**src/hw/rtl/pep8_execute_unit_assert.svh**
```systemverilog
// ----------------------------------------------------------------------------
// pep8_execute_unit_assert.svh
// Assertion macros used by the execute unit RTL.
// ----------------------------------------------------------------------------
`ifndef PEP8_EXECUTE_UNIT_ASSERT_SVH
`define PEP8_EXECUTE_UNIT_ASSERT_SVH

// same-cycle implication, clocked on clk_i, off while rst_ni is low
`define PEP8_ASSERT_IMP(lbl, ante, cons) \
  lbl: assert property (@(posedge clk_i) disable iff (!rst_ni) (ante) |-> (cons)) \
    else $error("pep8 execute unit: assertion failed");

// next-cycle implication
`define PEP8_ASSERT_NXT(lbl, ante, cons) \
  lbl: assert property (@(posedge clk_i) disable iff (!rst_ni) (ante) |=> (cons)) \
    else $error("pep8 execute unit: assertion failed");

`endif

```
**src/hw/rtl/pep8_pkg.sv**
```systemverilog
// ----------------------------------------------------------------------------
// pep8_pkg
// Types and constants of the execute unit: op codes, item layouts, flags.
// ----------------------------------------------------------------------------
`default_nettype none

package pep8_pkg;

  localparam int unsigned WordW = 16;
  localparam int unsigned OpW   = 5;
  localparam int unsigned FlagW = 4;

  // flag bit positions
  localparam int unsigned FlagN = 3;
  localparam int unsigned FlagZ = 2;
  localparam int unsigned FlagV = 1;
  localparam int unsigned FlagC = 0;

  typedef enum logic [OpW-1:0] {
    OP_ADD     = 5'd0,
    OP_ADDSP   = 5'd1,
    OP_AND     = 5'd2,
    OP_ASL     = 5'd3,
    OP_ASR     = 5'd4,
    OP_BR      = 5'd5,
    OP_BRC     = 5'd6,
    OP_BREQ    = 5'd7,
    OP_BRGE    = 5'd8,
    OP_BRGT    = 5'd9,
    OP_BRLE    = 5'd10,
    OP_BRLT    = 5'd11,
    OP_BRNE    = 5'd12,
    OP_BRV     = 5'd13,
    OP_CALL    = 5'd14,
    OP_CP      = 5'd15,
    OP_LDBYTE  = 5'd16,
    OP_LD      = 5'd17,
    OP_MOVFLGA = 5'd18,
    OP_MOVSPA  = 5'd19,
    OP_NEG     = 5'd20,
    OP_NOT     = 5'd21,
    OP_OR      = 5'd22,
    OP_ROL     = 5'd23,
    OP_ROR     = 5'd24,
    OP_ST      = 5'd25,
    OP_STBYTE  = 5'd26,
    OP_SUB     = 5'd27,
    OP_SUBSP   = 5'd28
  } op_e;

  typedef struct packed {
    logic [OpW-1:0]   op;
    logic             reg_sel;
    logic [WordW-1:0] operand;
    logic [WordW-1:0] eff_address;
    logic [WordW-1:0] fall_pc;
  } cmd_t;

  typedef struct packed {
    logic [WordW-1:0] acc_out;
    logic [WordW-1:0] index_out;
    logic [WordW-1:0] stack_out;
    logic [WordW-1:0] pc_out;
    logic [FlagW-1:0] flags_out;
    logic             wr_enable;
    logic [WordW-1:0] wr_addr;
    logic [WordW-1:0] wr_data;
    logic             wr_byte;
  } res_t;

endpackage

`default_nettype wire

```
**src/hw/rtl/pep8_if.sv**
```systemverilog
// ----------------------------------------------------------------------------
// pep8_if
// Valid/ready channels of the execute unit: instruction in, result out.
// ----------------------------------------------------------------------------
`default_nettype none

interface pep8_cmd_if;
  logic           valid;
  logic           ready;
  pep8_pkg::cmd_t data;

  modport source (output valid, output data, input ready);
  modport sink   (input valid, input data, output ready);
endinterface

interface pep8_res_if;
  logic           valid;
  logic           ready;
  pep8_pkg::res_t data;

  modport source (output valid, output data, input ready);
  modport sink   (input valid, input data, output ready);
endinterface

`default_nettype wire

```
**src/hw/rtl/pep8_execute_unit.sv**
```systemverilog
// ----------------------------------------------------------------------------
// pep8_execute_unit
// Execute stage of a 16-bit accumulator machine: one decoded instruction per
// item, updates A, X, SP and NZVC, returns the register file and a write.
// ----------------------------------------------------------------------------
//  channel  dir  payload  accepted when
//  in_i     in   cmd_t    in_i.valid  && in_i.ready
//  out_o    out  res_t    out_o.valid && out_o.ready
//
//  One item per cycle sustained while out_o is ready; an item passes the input
//  register, then ALU and flag logic into the result register.
//  Architectural registers update as an item moves into the result register.
//  Reset clears A, X, SP, flags and both valid bits.
//  A stalled output holds one result while one more item waits at the input.
// ----------------------------------------------------------------------------
`default_nettype none

`include "pep8_execute_unit_assert.svh"

module pep8_execute_unit (
  input  wire logic       clk_i,
  input  wire logic       rst_ni,
  pep8_cmd_if.sink        in_i,
  pep8_res_if.source      out_o
);

  localparam int unsigned W  = pep8_pkg::WordW;
  localparam int unsigned FW = pep8_pkg::FlagW;

  logic           s1_valid_q;
  pep8_pkg::cmd_t s1_q;
  logic           out_valid_q;
  pep8_pkg::res_t out_q;
  pep8_pkg::res_t res_d;

  logic [W-1:0]  acc_q, idx_q, sp_q;
  logic [FW-1:0] flags_q;

  logic s1_move;
  logic in_fire;

  assign s1_move    = s1_valid_q && (!out_valid_q || out_o.ready);
  assign in_i.ready = !s1_valid_q || s1_move;
  assign in_fire    = in_i.valid && in_i.ready;

  assign out_o.valid = out_valid_q;
  assign out_o.data  = out_q;

  // ALU
  logic [W-1:0]  r_val, r_new, add_a, add_b, neg_opnd, sp_m2;
  logic [W:0]    sum;
  logic          add_v;
  logic          wr_r, take;
  logic [FW-1:0] fl;
  logic [W-1:0]  a_new, x_new, sp_new;
  pep8_pkg::op_e op;

  always_comb begin
    op       = pep8_pkg::op_e'(s1_q.op);
    r_val    = s1_q.reg_sel ? idx_q : acc_q;
    neg_opnd = W'(~s1_q.operand) + W'(1);
    sp_m2    = sp_q - W'(2);
    add_a    = (op == pep8_pkg::OP_ADDSP || op == pep8_pkg::OP_SUBSP) ? sp_q : r_val;
    add_b    = (op == pep8_pkg::OP_SUB || op == pep8_pkg::OP_CP ||
                op == pep8_pkg::OP_SUBSP) ? neg_opnd : s1_q.operand;
    sum      = {1'b0, add_a} + {1'b0, add_b};
    add_v    = (add_a[W-1] == add_b[W-1]) && (sum[W-1] != add_a[W-1]);
  end

  always_comb begin
    r_new  = r_val;
    wr_r   = 1'b0;
    take   = 1'b0;
    fl     = flags_q;
    a_new  = acc_q;
    x_new  = idx_q;
    sp_new = sp_q;
    res_d  = '0;

    case (op)
      pep8_pkg::OP_ADD, pep8_pkg::OP_SUB: begin
        r_new = sum[W-1:0];
        wr_r  = 1'b1;
      end
      pep8_pkg::OP_ADDSP, pep8_pkg::OP_SUBSP: sp_new = sum[W-1:0];
      pep8_pkg::OP_CP: ;
      pep8_pkg::OP_AND: begin
        r_new = r_val & s1_q.operand;
        wr_r  = 1'b1;
      end
      pep8_pkg::OP_OR: begin
        r_new = r_val | s1_q.operand;
        wr_r  = 1'b1;
      end
      pep8_pkg::OP_NOT: begin
        r_new = ~r_val;
        wr_r  = 1'b1;
      end
      pep8_pkg::OP_NEG: begin
        r_new = W'(~r_val) + W'(1);
        wr_r  = 1'b1;
      end
      pep8_pkg::OP_ASL: begin
        r_new = {r_val[W-2:0], 1'b0};
        wr_r  = 1'b1;
      end
      pep8_pkg::OP_ASR: begin
        r_new = {r_val[W-1], r_val[W-1:1]};
        wr_r  = 1'b1;
      end
      pep8_pkg::OP_ROL: begin
        r_new = {r_val[W-2:0], flags_q[pep8_pkg::FlagC]};
        wr_r  = 1'b1;
      end
      pep8_pkg::OP_ROR: begin
        r_new = {flags_q[pep8_pkg::FlagC], r_val[W-1:1]};
        wr_r  = 1'b1;
      end
      pep8_pkg::OP_LD: begin
        r_new = s1_q.operand;
        wr_r  = 1'b1;
      end
      pep8_pkg::OP_LDBYTE: begin
        r_new = {r_val[W-1:8], s1_q.operand[7:0]};
        wr_r  = 1'b1;
      end
      pep8_pkg::OP_MOVFLGA: a_new = {{(W-FW){1'b0}}, flags_q};
      pep8_pkg::OP_MOVSPA:  a_new = sp_q;
      pep8_pkg::OP_BR:   take = 1'b1;
      pep8_pkg::OP_BRC:  take = flags_q[pep8_pkg::FlagC];
      pep8_pkg::OP_BREQ: take = flags_q[pep8_pkg::FlagZ];
      pep8_pkg::OP_BRGE: take = !flags_q[pep8_pkg::FlagN];
      pep8_pkg::OP_BRGT: take = !flags_q[pep8_pkg::FlagN] && !flags_q[pep8_pkg::FlagZ];
      pep8_pkg::OP_BRLE: take = flags_q[pep8_pkg::FlagN] || flags_q[pep8_pkg::FlagZ];
      pep8_pkg::OP_BRLT: take = flags_q[pep8_pkg::FlagN];
      pep8_pkg::OP_BRNE: take = !flags_q[pep8_pkg::FlagZ];
      pep8_pkg::OP_BRV:  take = flags_q[pep8_pkg::FlagV];
      pep8_pkg::OP_CALL: begin
        sp_new          = sp_m2;
        take            = 1'b1;
        res_d.wr_enable = 1'b1;
        res_d.wr_addr   = sp_m2;
        res_d.wr_data   = s1_q.fall_pc;
      end
      pep8_pkg::OP_ST: begin
        res_d.wr_enable = 1'b1;
        res_d.wr_addr   = s1_q.eff_address;
        res_d.wr_data   = r_val;
      end
      pep8_pkg::OP_STBYTE: begin
        res_d.wr_enable = 1'b1;
        res_d.wr_addr   = s1_q.eff_address;
        res_d.wr_data   = {8'h00, r_val[7:0]};
        res_d.wr_byte   = 1'b1;
      end
      default: ;
    endcase

    // flag updates
    case (op)
      pep8_pkg::OP_ADD, pep8_pkg::OP_SUB, pep8_pkg::OP_CP,
      pep8_pkg::OP_ADDSP, pep8_pkg::OP_SUBSP: begin
        fl[pep8_pkg::FlagN] = sum[W-1];
        fl[pep8_pkg::FlagZ] = (sum[W-1:0] == '0);
        fl[pep8_pkg::FlagV] = add_v;
        fl[pep8_pkg::FlagC] = sum[W];
      end
      pep8_pkg::OP_AND, pep8_pkg::OP_OR, pep8_pkg::OP_NOT,
      pep8_pkg::OP_LD, pep8_pkg::OP_LDBYTE: begin
        fl[pep8_pkg::FlagN] = r_new[W-1];
        fl[pep8_pkg::FlagZ] = (r_new == '0);
      end
      pep8_pkg::OP_NEG: begin
        fl[pep8_pkg::FlagN] = r_new[W-1];
        fl[pep8_pkg::FlagZ] = (r_new == '0);
        fl[pep8_pkg::FlagV] = (r_val == {1'b1, {(W-1){1'b0}}});
      end
      pep8_pkg::OP_ASL: begin
        fl[pep8_pkg::FlagN] = r_new[W-1];
        fl[pep8_pkg::FlagZ] = (r_new == '0);
        fl[pep8_pkg::FlagV] = r_val[W-1] ^ r_val[W-2];
        fl[pep8_pkg::FlagC] = r_val[W-1];
      end
      pep8_pkg::OP_ASR: begin
        fl[pep8_pkg::FlagN] = r_new[W-1];
        fl[pep8_pkg::FlagZ] = (r_new == '0);
        fl[pep8_pkg::FlagC] = r_val[0];
      end
      pep8_pkg::OP_ROL: fl[pep8_pkg::FlagC] = r_val[W-1];
      pep8_pkg::OP_ROR: fl[pep8_pkg::FlagC] = r_val[0];
      default: ;
    endcase

    if (wr_r) begin
      if (s1_q.reg_sel) begin
        x_new = r_new;
      end else begin
        a_new = r_new;
      end
    end

    res_d.acc_out   = a_new;
    res_d.index_out = x_new;
    res_d.stack_out = sp_new;
    res_d.pc_out    = take ? s1_q.operand : s1_q.fall_pc;
    res_d.flags_out = fl;
  end

  // control and architectural state
  always_ff @(posedge clk_i or negedge rst_ni) begin
    if (!rst_ni) begin
      s1_valid_q  <= 1'b0;
      out_valid_q <= 1'b0;
      acc_q       <= '0;
      idx_q       <= '0;
      sp_q        <= '0;
      flags_q     <= '0;
    end else begin
      if (in_i.ready) begin
        s1_valid_q <= in_i.valid;
      end
      if (s1_move) begin
        out_valid_q <= 1'b1;
        acc_q       <= a_new;
        idx_q       <= x_new;
        sp_q        <= sp_new;
        flags_q     <= fl;
      end else if (out_o.ready) begin
        out_valid_q <= 1'b0;
      end
    end
  end

  // payload
  always_ff @(posedge clk_i) begin
    if (in_fire) begin
      s1_q <= in_i.data;
    end
    if (s1_move) begin
      out_q <= res_d;
    end
  end

  `PEP8_ASSERT_IMP(a_no_write_zero, out_valid_q && !out_q.wr_enable,
    out_q.wr_addr == '0 && out_q.wr_data == '0 && !out_q.wr_byte)
  `PEP8_ASSERT_IMP(a_byte_write, out_valid_q && out_q.wr_byte,
    out_q.wr_enable && out_q.wr_data[W-1:8] == '0)
  `PEP8_ASSERT_IMP(a_arch_matches_out, out_valid_q,
    out_q.acc_out == acc_q && out_q.index_out == idx_q &&
    out_q.stack_out == sp_q && out_q.flags_out == flags_q)
  `PEP8_ASSERT_NXT(a_move_fills_out, s1_move, out_valid_q)

endmodule

`default_nettype wire

```
**src/flat_wrapper.sv**
```systemverilog
// flat-port wrapper written by rule: the top's interface ports become plain ports
module pep8_execute_unit_flat 
  (clk_i, rst_ni, in_i_valid, in_i_data, in_i_ready, out_o_valid, out_o_data, out_o_ready);
  pep8_cmd_if in_i_i ();
  pep8_res_if out_o_i ();
  input  wire logic clk_i;
  input  wire logic rst_ni;
  input wire logic [$bits(in_i_i.valid)-1:0] in_i_valid;
  input wire logic [$bits(in_i_i.data)-1:0] in_i_data;
  output wire logic [$bits(in_i_i.ready)-1:0] in_i_ready;
  output wire logic [$bits(out_o_i.valid)-1:0] out_o_valid;
  output wire logic [$bits(out_o_i.data)-1:0] out_o_data;
  input wire logic [$bits(out_o_i.ready)-1:0] out_o_ready;
  assign in_i_i.valid = in_i_valid;
  assign in_i_i.data = in_i_data;
  assign in_i_ready = in_i_i.ready;
  assign out_o_valid = out_o_i.valid;
  assign out_o_data = out_o_i.data;
  assign out_o_i.ready = out_o_ready;
  pep8_execute_unit u_core (.clk_i(clk_i), .rst_ni(rst_ni), .in_i(in_i_i), .out_o(out_o_i));
endmodule
```
**config.mk**
```make
export PLATFORM = sky130hd
export DESIGN_NAME = pep8_execute_unit_flat
export DESIGN_NICKNAME = d
export VERILOG_FILES = /design/src/hw/rtl/pep8_pkg.sv /design/src/hw/rtl/pep8_if.sv /design/src/hw/rtl/pep8_execute_unit.sv /design/src/flat_wrapper.sv
export VERILOG_INCLUDE_DIRS = /design/src /design/src/hw/rtl
export SDC_FILE = /design/constraint.sdc
export NUM_CORES = 1
export LEC_CHECK = 0
export ABC_CLOCK_PERIOD_IN_PS = 7010
export BUFFER_PORTS_ARGS = -buffer_cell sky130_fd_sc_hd__buf_2
export CELL_PAD_IN_SITES_DETAIL_PLACEMENT = 1
export CELL_PAD_IN_SITES_GLOBAL_PLACEMENT = 1
export CORE_MARGIN = 5
export CORE_UTILIZATION = 46
export CTS_BUF_LIST = sky130_fd_sc_hd__clkbuf_16
export DETAILED_ROUTE_END_ITERATION = 8
export PLACE_DENSITY_LB_ADDON = 0.1
export SYNTH_ARGS = -nofsm -noshare
export SYNTH_HDL_FRONTEND = slang
export SYNTH_SLANG_ARGS = --single-unit
```
**constraint.sdc**
```tcl
create_clock -name clk_i -period 7.01 [get_ports clk_i]
set_input_delay 0.701 -clock clk_i [delete_from_list [all_inputs] [get_ports clk_i]]
set_output_delay 0.701 -clock clk_i [all_outputs]
set_load 0.01 [all_outputs]
```
# Yosys cells after proc, flatten, opt, wreduce, memory -nomap -nowiden
# Index checks and enable logic that the tools add are counted.
[totals] mem_bits_rw=0 latch_bits=0 reg_bits=210 output_inout_bits=104 word_cells=106 in_bits=58 memories=0 romBits=0
[op_classes] mux=20 n_shift=0 mul=0 order_cmp=0 reduce_logical=26 div=0 n_bitwise=5 eq_ne=31 n_addsub=4
[ops] cell="$pmux W16 S11" n=1
[ops] cell="$mux W16" n=8
[ops] cell="$pmux W33 S3" n=1
[ops] cell="$eq A5 B5 Y1 const B" n=13
[ops] cell="$pmux W16 S2" n=2
[ops] cell="$eq A5 B4 Y1 const B" n=8
[ops] cell="$add A16 B1 Y16 const B" n=2
[ops] cell="$logic_not A16 Y1" n=2
[ops] cell="$not A16 Y16" n=2
[ops] cell="$eq A5 B3 Y1 const B" n=4
[ops] cell="$add A16 B16 Y17" n=1
[ops] cell="$and A16 B16 Y16" n=1
[ops] cell="$eq A16 B16 Y1 const B" n=1
[ops] cell="$or A16 B16 Y16" n=1
[ops] cell="$sub A16 B2 Y16 const B" n=1
[ops] cell="$reduce_or A12 Y1" n=1
[ops] cell="$eq A5 B2 Y1 const B" n=2
[ops] cell="$reduce_or A2 Y1" n=5
[ops] cell="$pmux W1 S9" n=1
[ops] cell="$reduce_or A8 Y1" n=1
[ops] cell="$logic_or A1 B1 Y1" n=6
[ops] cell="$pmux W1 S3" n=2
[ops] cell="$eq A5 B1 Y1 const B" n=1
[ops] cell="$logic_not A5 Y1" n=1
[ops] cell="other kinds (9)" n=18

# Depth between registers and ports, before layout
# Gate-level depths: netlist of run 1.
[depth] ltp_word=8 mapped_depth=21 ltp_nobuf=16

# Worst setup path before layout of run 1
# No wires, ideal clock.
[synth_path] kind="register -> register" start="reg u_core.s1_q, in the netlist u_core.op[1]" end="reg u_core.flags_q[2]" arrival_ps=4912 path_stages_with_launch=20 required_time_ps=6906 n_path_buf=6 slack_ps=1994 setup_time_ps=104 period_less_slack_ps=5016 cell_sequence="edfxtp_1 -> buf_2 -> buf_1 -> buf_1 -> a21o_1 -> clkbuf_1 -> buf_1 -> buf_1 -> a21oi_1 -> ha_1 -> fa_1 -> a21o_1 -> a221oi_2 -> o21bai_1 -> a21oi_1 -> xnor2_1 -> a221o_1 -> a2111oi_4 -> nand4_1 -> o311ai_1"
[synth_between] elab_chain_cells=8 word_cells_on_any_way=28 cone_classes="1 x add/sub; 14 x eq/ne; 4 x mux; 9 x reduce/logical"
[synth_rtl] element="from (decl)" line="pep8_execute_unit.sv:31" source="pep8_pkg::cmd_t s1_q;"
[synth_rtl] element="from (signal assigned)" line="pep8_execute_unit.sv:237" source="s1_q <= in_i.data;"
[synth_rtl] element="$eq A5 B5 Y1 / $eq A5 B4 Y1 (equally long branches)" line="pep8_execute_unit.sv:64, pep8_execute_unit.sv:80, pep8_execute_unit.sv:160"
[synth_rtl] element="$logic_or A1 B1 Y1 (2 in a row)" line="pep8_execute_unit.sv:64" source="add_b = (op == pep8_pkg::OP_SUB || op == pep8_pkg::OP_CP ||"
[synth_rtl] element="$mux W16" line="pep8_execute_unit.sv:65" source="op == pep8_pkg::OP_SUBSP) ? neg_opnd : s1_q.operand;"
[synth_rtl] element="$add A16 B16 Y17" line="pep8_execute_unit.sv:66" source="sum = {1'b0, add_a} + {1'b0, add_b};"
[synth_rtl] element="$pmux W16 S11" line="pep8_execute_unit.sv:80" source="case (op)"
[synth_rtl] element="$logic_not A16 Y1"
[synth_rtl] element="$pmux W2 S2 *" line="pep8_execute_unit.sv:160" source="case (op)"
[synth_rtl] element="to (signal assigned)" line="pep8_execute_unit.sv:227" source="flags_q <= fl;"
[synth_rtl] element="to (decl)" line="pep8_execute_unit.sv:37" source="logic [FW-1:0] flags_q;"
# Every way passes the cells marked *; elsewhere a longest branch is shown, timed or not.
# A chain may end at the register's enable or synchronous reset.

# Worst setup path in the final report of run 1
[layout_path] start="reg u_core.s1_q, in the netlist u_core.op[3]" end="reg u_core.flags_q[2]"
# The elaborated chain is that of the path after synthesis.

==> run_results.csv, run 1 <==
group,metric,value,unit
run_status,status,"completed",
power_and_ir_drop,switchingPower,2190,uW
synthesis,seq_area_frac_synth,0.494,
timing,slew_viol_final,0,
synthesis,synth.avg_cell_area,10.2,um^2
setup_path,r2r-end,"u_core.flags_q[2]",
synthesis,ys_ff_latch,210,
setup_path,startpoint_type,"flip-flop",
clock_network,cts_resized,0,
run,drv_cap,0,
clock_network,cts_max_level,1,
setup_path,arrival,6.04,ns
timing,fmax,179,MHz
timing,hold_viol,0,
timing,max-slew-margin-rel,0.313,
synthesis,netlist_area,12200,um^2
synthesis,synth_cells,1204,
final_layout,mostFrequentLayoutCells,"176 x nand2_1, 161 x buf_2, 156 x edfxtp_1",
timing,final.setup.tns,0,ns
clock_network,cts_made_buffers,24,
setup_path,worstSetupEndpointType,"flip-flop",
placement,place_hpwl,33.3,mm
clock_network,cts_sinks,210,
clock_network,cts_root_buf,"clkbuf_16",
power_and_ir_drop,p_leak,0.00559,uW
setup_path,crit_end,"u_core.flags_q[2]",
clock_network,cts_buffer_depth,3,
clock_network,insertion_delay,0.54,ns
routing,antenna_left,0,
timing,fin_crit_sh,0.799,
grt,antenna_found_initial,0,
synthesis,ys_warn_count,0,
synthesis,async_flop_share,0.257,
final_layout,num-fill-cells,2905,
setup_path,crit_path_start,"u_core.op[3]",
setup_path,path_class,"flip-flop to flip-flop",
power_and_ir_drop,power.density,373,nW/um^2
min_path,min_path_type,"input pin to async pin",
final_layout,layout_commonest_cell,"nand2_1",
setup_path,r2r_cells,16,
synthesis,synth_nets,1283,
final_layout,drive_gt1_frac,0.228,
clock_network,clkSlewWorstSetupHoldPaths,0.06,ns
routing,drt_first_iter_violations,997,
placement,gp_congestion,0.961,
power_and_ir_drop,switching_share,0.415,
floorplan,chipWidth,173,um
final_layout,area_growth,15.7,%
timing,finClkSkew,0.0415,ns
final_layout,nNetsFinal,1423,
routing,drc,0,
power_and_ir_drop,pwr-share-comb,0.388,
floorplan,placementRows,59,
routing,vias_per_cell,6.34,
routing,num_vias,10800,
floorplan,initial_core_util,0.468,
floorplan,fp.dieArea,29900,um^2
clock_network,ctsHoldBuffers,0,
routing,avgRoutedWirePerCell,27.1,um
timing,setup-violations-final,0,
placement,dp_slack,1.53,ns
power_and_ir_drop,p_int,3080,uW
timing,setup_slack,1.41,ns
final_layout,n_antenna_cell,0,
placement,io_buffers,161,
setup_path,cp_max_fo,29,
timing,period_needed,5.60,ns
floorplan,core,26100,um^2
grt,grt_pass1_wl,68.9,mm
grt,grt-ovfl-total,0,
floorplan,die_y,173,um
power_and_ir_drop,peakVddDrop,209,uV
clock_network,post_cts_buffers,0,
power_and_ir_drop,seqPwrFrac,0.376,
synthesis,synth_flop_cell,"edfxtp_1",
timing,rsz0062_at_grt,"no",
synthesis,synth_cell_types,90,
setup_path,worstReg2RegStart,"u_core.op[3]",
timing,tightest_slew,1.03,ns
clock_network,cts_tree,"built",
floorplan,pin_count,162,
routing,drt_wl_total,46.0,mm
setup_path,required,7.45,ns
grt,grt_max_degree,83,
power_and_ir_drop,pwr-share-clk,0.236,
routing,drt_first_pass_iters,8,
setup_path,reg2reg_slack,1.41,ns
grt,grt_pass1_vias,11100,
synthesis,synth_edf_count,156,
grt,grt.total_usage,0.297,
==> flip-flops by register name, indices dropped and copies added (netlist names) <==
signal              flops
u_core.out_o.data     102
u_core.s1_q            49
u_core.s1_valid_q       1
u_core.out_o.valid      1
u_core.acc_q           16
u_core.flags_q          4
u_core.op               5
u_core.sp_q            16
u_core.idx_q           16
==> cells in the mapped netlist, types with 22 or more instances <==
| library cell | n | area (um^2) |
|---|---|---|
| nor2_1 | 88 | 330 |
| edfxtp_1 | 156 | 4680 |
| xnor2_1 | 33 | 289 |
| clkbuf_1 | 47 | 176 |
| o21ai_0 | 77 | 385 |
| inv_1 | 22 | 82.6 |
| nand2_1 | 176 | 661 |
| mux2_2 | 44 | 495 |
| nor3_1 | 34 | 170 |
| a21oi_1 | 85 | 425 |
| dfrtp_1 | 54 | 1350 |
==> worst min path at each step <==
stage / end / depth (start not counted) / start / slack, ns
global route: u_core.s1_q[19] / 1 / in_i_data[19] / 0.33
global placement: u_core.out_o.valid / 1 / u_core.s1_valid_q / 0.47
detailed placement: u_core.out_o.valid / 1 / u_core.s1_valid_q / 0.50
finish: u_core.out_o.valid / 2 / rst_ni / 0.31
CTS: u_core.s1_q[19] / 1 / in_i_data[19] / 0.32
floorplan: u_core.acc_q[0] / 0 / rst_ni / 0.41
==> per-layer routing <==
layer / wire length [um] / global-route usage / part of all wire
met4: 2100 / 0.115 / 0.046
met2: 20500 / 0.460 / 0.45
met1: 19400 / 0.405 / 0.42
met5: 0 / 0 / 0
met3: 3990 / 0.0718 / 0.087
==> layout make-up <==
class,count,area [um^2],share of cell area
Sequential cell,210,6040,0.427
Multi-Input combinational cell,893,5770,0.408
Timing Repair Buffer,192,1040,0.0734
Clock buffer,24,601,0.0425
Tap cell,335,419,0.0296
Clock inverter,20,185,0.0131
Inverter,23,91.3,0.00646
==> worst max-delay path, cell delays in order (launching register included) <==
cell       delay [ns]
edfxtp_1         0.75
nor3_1           0.55
nand2_1          0.13
a21oi_1          0.24
buf_4            0.26
nor2_1           0.07
a21oi_1          0.18
ha_1             0.34
a21oi_1          0.63
o2bb2ai_1        0.22
a222oi_1         0.32
o31ai_1          0.15
nor4b_2          0.69
nor2_1           0.11
a2111oi_2        0.38
nand4_1          0.18
o311ai_1         0.30
==> stage by stage <==
| step | cell area (um^2) | std cells | power [uW] | hold slack (ns) | utilization |
|---|---|---|---|---|---|
| floorplan | 12200 | 1204 | 3110 | 0.405 | - |
| global placement | 13400 | 1653 | 3930 | 0.468 | 0.511 |
| detailed placement | 13400 | 1653 | 3970 | 0.498 | 0.511 |
| CTS | 14100 | 1697 | 5240 | 0.320 | 0.541 |
| global route | 14100 | 1697 | 5510 | 0.328 | 0.541 |
| finish | 14100 | 1697 | 5280 | 0.306 | 0.541 |
==> kinds of logic (layout without fill, tap and decap cells) <==
logic type,after synthesis,count (layout),synth area share
DFF,210,210,0.494
muxes,70,70,0.0645
AOI/OAI and AO/OA,328,328,0.179
xor gates and xnor gates,47,47,0.0337
adders and majority gates,21,21,0.0221
buffers and inverters,101,259,0.0354
and+or+nand+nor,427,427,0.171
==> power groups by stage <==
| stage | combinational, uW | sequential (uW) | clock [uW] |
|---|---|---|---|
| after floorplan | 1280 | 1830 | 0 |
| after global placement | 1960 | 1970 | 0 |
| after detailed placement | 1990 | 1980 | 0 |
| after CTS | 2010 | 1970 | 1270 |
| after global routing | 2180 | 2000 | 1330 |
| final | 2050 | 1980 | 1250 |
Note: power is estimated with default switching activity, not from simulation.
==> inputs of run 2 (changes only) <==
--- a/config.mk
+++ b/config.mk
@@ -6,7 +6,7 @@
 export SDC_FILE = /design/constraint.sdc
 export NUM_CORES = 1
 export LEC_CHECK = 0
-export ABC_CLOCK_PERIOD_IN_PS = 7010
+export ABC_CLOCK_PERIOD_IN_PS = 5400
 export BUFFER_PORTS_ARGS = -buffer_cell sky130_fd_sc_hd__buf_2
 export CELL_PAD_IN_SITES_DETAIL_PLACEMENT = 1
 export CELL_PAD_IN_SITES_GLOBAL_PLACEMENT = 1
==> constraint.sdc (replaced) <==
create_clock -name clk_i -period 5.4 [get_ports clk_i]
set_input_delay 0.54 -clock clk_i [delete_from_list [all_inputs] [get_ports clk_i]]
set_output_delay 0.54 -clock clk_i [all_outputs]
set_load 0.01 [all_outputs]
==> run 2 against run 1 <==
  * Die area unchanged
  * Final area up 1.4%
  * Hold slack worse by 0.15 ns
  * Sequential share of layout area down 0.58 points
  * Global-route usage up 0.86 points
  * Register-to-register slack worse by 1.0 ns
  * Critical path depth down 1
  * Critical endpoint is now u_core.out_o.data[36]
  * Largest cell class unchanged
==> run_results.csv, run 2 (same netlist as run 1, synthesis figures left out) <==
group,metric,value,unit
timing,fmax,200,MHz
final_layout,num-fill-cells,2890,
setup_path,r2r-end,"u_core.out_o.data[36]",
final_layout,drive_gt1_frac,0.244,
clock_network,insertion_delay,0.53,ns
final_layout,nNetsFinal,1446,
clock_network,cts_sinks,210,
routing,vias_per_cell,6.32,
placement,place_area,13500,um^2
final_layout,area_growth,17.3,%
timing,fin_crit_sh,0.925,
routing,avgRoutedWirePerCell,27.5,um
setup_path,cp_max_fo,11,
setup_path,r2r_cells,15,
clock_network,cts_root_buf,"clkbuf_16",
clock_network,clkSlewWorstSetupHoldPaths,0.07,ns
power_and_ir_drop,peakVddDrop,251,uV
final_layout,n_antenna_cell,0,
grt,grt_max_degree,94,
routing,drc,0,
final_layout,layout_commonest_cell,"nand2_1",
timing,tightest_slew,1.19,ns
floorplan,pin_count,162,
final_layout,final_cell_area,14300,um^2
final_layout,mostFrequentLayoutCells,"176 x nand2_1, 161 x buf_2, 156 x edfxtp_1",
routing,num_vias,10900,
grt,grt_pass1_vias,11400,
timing,hold_viol,0,
setup_path,startpoint_type,"flip-flop",
routing,drt_first_iter_violations,1104,
clock_network,cts_made_buffers,23,
setup_path,reg2reg_slack,0.41,ns
floorplan,placementRows,59,
routing,drt_wl_total,47.3,mm
run,drv_cap,0,
setup_path,path_class,"flip-flop to flip-flop",
grt,grt-ovfl-total,0,
floorplan,die_y,173,um
power_and_ir_drop,power.density,490,nW/um^2
setup_path,worstReg2RegStart,"u_core.op[4]",
setup_path,worstSetupEndpointType,"flip-flop",
clock_network,cts_tree,"built",
timing,slew_viol_final,0,
placement,gp_congestion,1.04,
setup_path,arrival,5.37,ns
floorplan,initial_core_util,0.468,
timing,period_needed,4.99,ns
min_path,min_path_type,"input pin to async pin",
clock_network,cts_max_level,1,
clock_network,post_cts_buffers,0,
timing,timing.hold.ws,0.155,ns
setup_path,required,5.78,ns
timing,rsz0062_at_grt,"no",
routing,antenna_left,0,
grt,grt.total_usage,0.305,
power_and_ir_drop,p_leak,0.00571,uW
timing,max-slew-margin-rel,0.201,
placement,dp_slack,0.406,ns
timing,setup-violations-final,0,
grt,antenna_found_initial,0,
run_status,status,"completed",
placement,io_buffers,161,
placement,place_hpwl,35.0,mm
final_layout,largest_reg_flops,102,
floorplan,core,26100,um^2
timing,final.setup.tns,0,ns
timing,setup_slack,0.406,ns
floorplan,chipWidth,173,um
clock_network,cts_buffer_depth,3,
grt,grt_pass1_wl,70.9,mm
routing,drt_first_pass_iters,7,
floorplan,fp.dieArea,29900,um^2
timing,finClkSkew,0.0281,ns
## run 2: cell count changes in the layout (fill, tap and decap cells not counted), moves of 2 or more
cell	delta
buf_4	+24
inv_1	-4
clkinvlp_4	-2
inv_6	+2
bufinv_16	+2
clkinv_2	+3
clkinv_1	-2
## run 2: metal layers
layer  GRT usage  up-vias  wire (um)  share of wire
met5           0        -          0              0
met4       0.126        0       2170          0.046
met1       0.409     5395      19800           0.42
met2       0.477      521      21300           0.45
li1            -     4818          -              -
met3      0.0755      116       4070          0.086
## run 2: what timing repair did
action | in CTS | in global routing
hold buffers | 0 | 0
setup endpoints to repair | 0 | 2
resized for setup | 0 | 1
## run 2: final cells by class
cell class                 count  area [um^2]  share of cell area
clock buffer                  23          576              0.0401
clock inverter                18          224              0.0156
inverter                      23         91.3             0.00637
multi-input combinational    893         5770               0.403
sequential                   210         6040               0.421
tap                          335          419              0.0292
timing repair buffer         216         1220              0.0850
## run 2: worst max path at each step
| stage | start | end | slack (ns) |
|---|---|---|---|
| after CTS | u_core.op[2] | u_core.flags_q[2] | 0.40 |
| after global routing | u_core.op[2] | u_core.flags_q[2] | 0.12 |
| after floorplan | u_core.op[1] | u_core.flags_q[2] | 0.38 |
| after detailed placement | u_core.op[2] | u_core.flags_q[2] | 0.41 |
| final | u_core.op[4] | u_core.out_o.data[36] | 0.41 |
| after global placement | u_core.op[2] | u_core.flags_q[2] | 0.62 |
## run 2: critical path, cell delays in order, from the launching register on
cell      delay, ns
edfxtp_1       0.52
xor2_1         0.21
a31oi_1        0.22
nand2b_1       0.40
a21oi_1        0.10
xor2_1         0.17
ha_1           0.41
a21o_1         0.25
a31o_2         0.26
o21ai_0        0.67
o21bai_1       0.27
xor2_1         0.22
nor4_1         0.44
nor4bb_1       0.53
a21oi_1        0.08
o21ai_0        0.10
## run 2: stage by stage
step,std cells,utilization,total power (uW)
6_report,1718,0.549,7030
5_1_grt,1718,0.549,7320
4_1_cts,1718,0.548,6980
3_5_place_dp,1677,0.518,5260
3_3_place_gp,1677,0.518,5210
2_1_floorplan,1204,-,4040
## run 2: power breakdown
part	internal, uW	total, uW	switching [uW]
Combinational	1020	2870	1860
Sequential	2110	2470	366
Clock	1020	1680	665
Total	4140	7030	2890
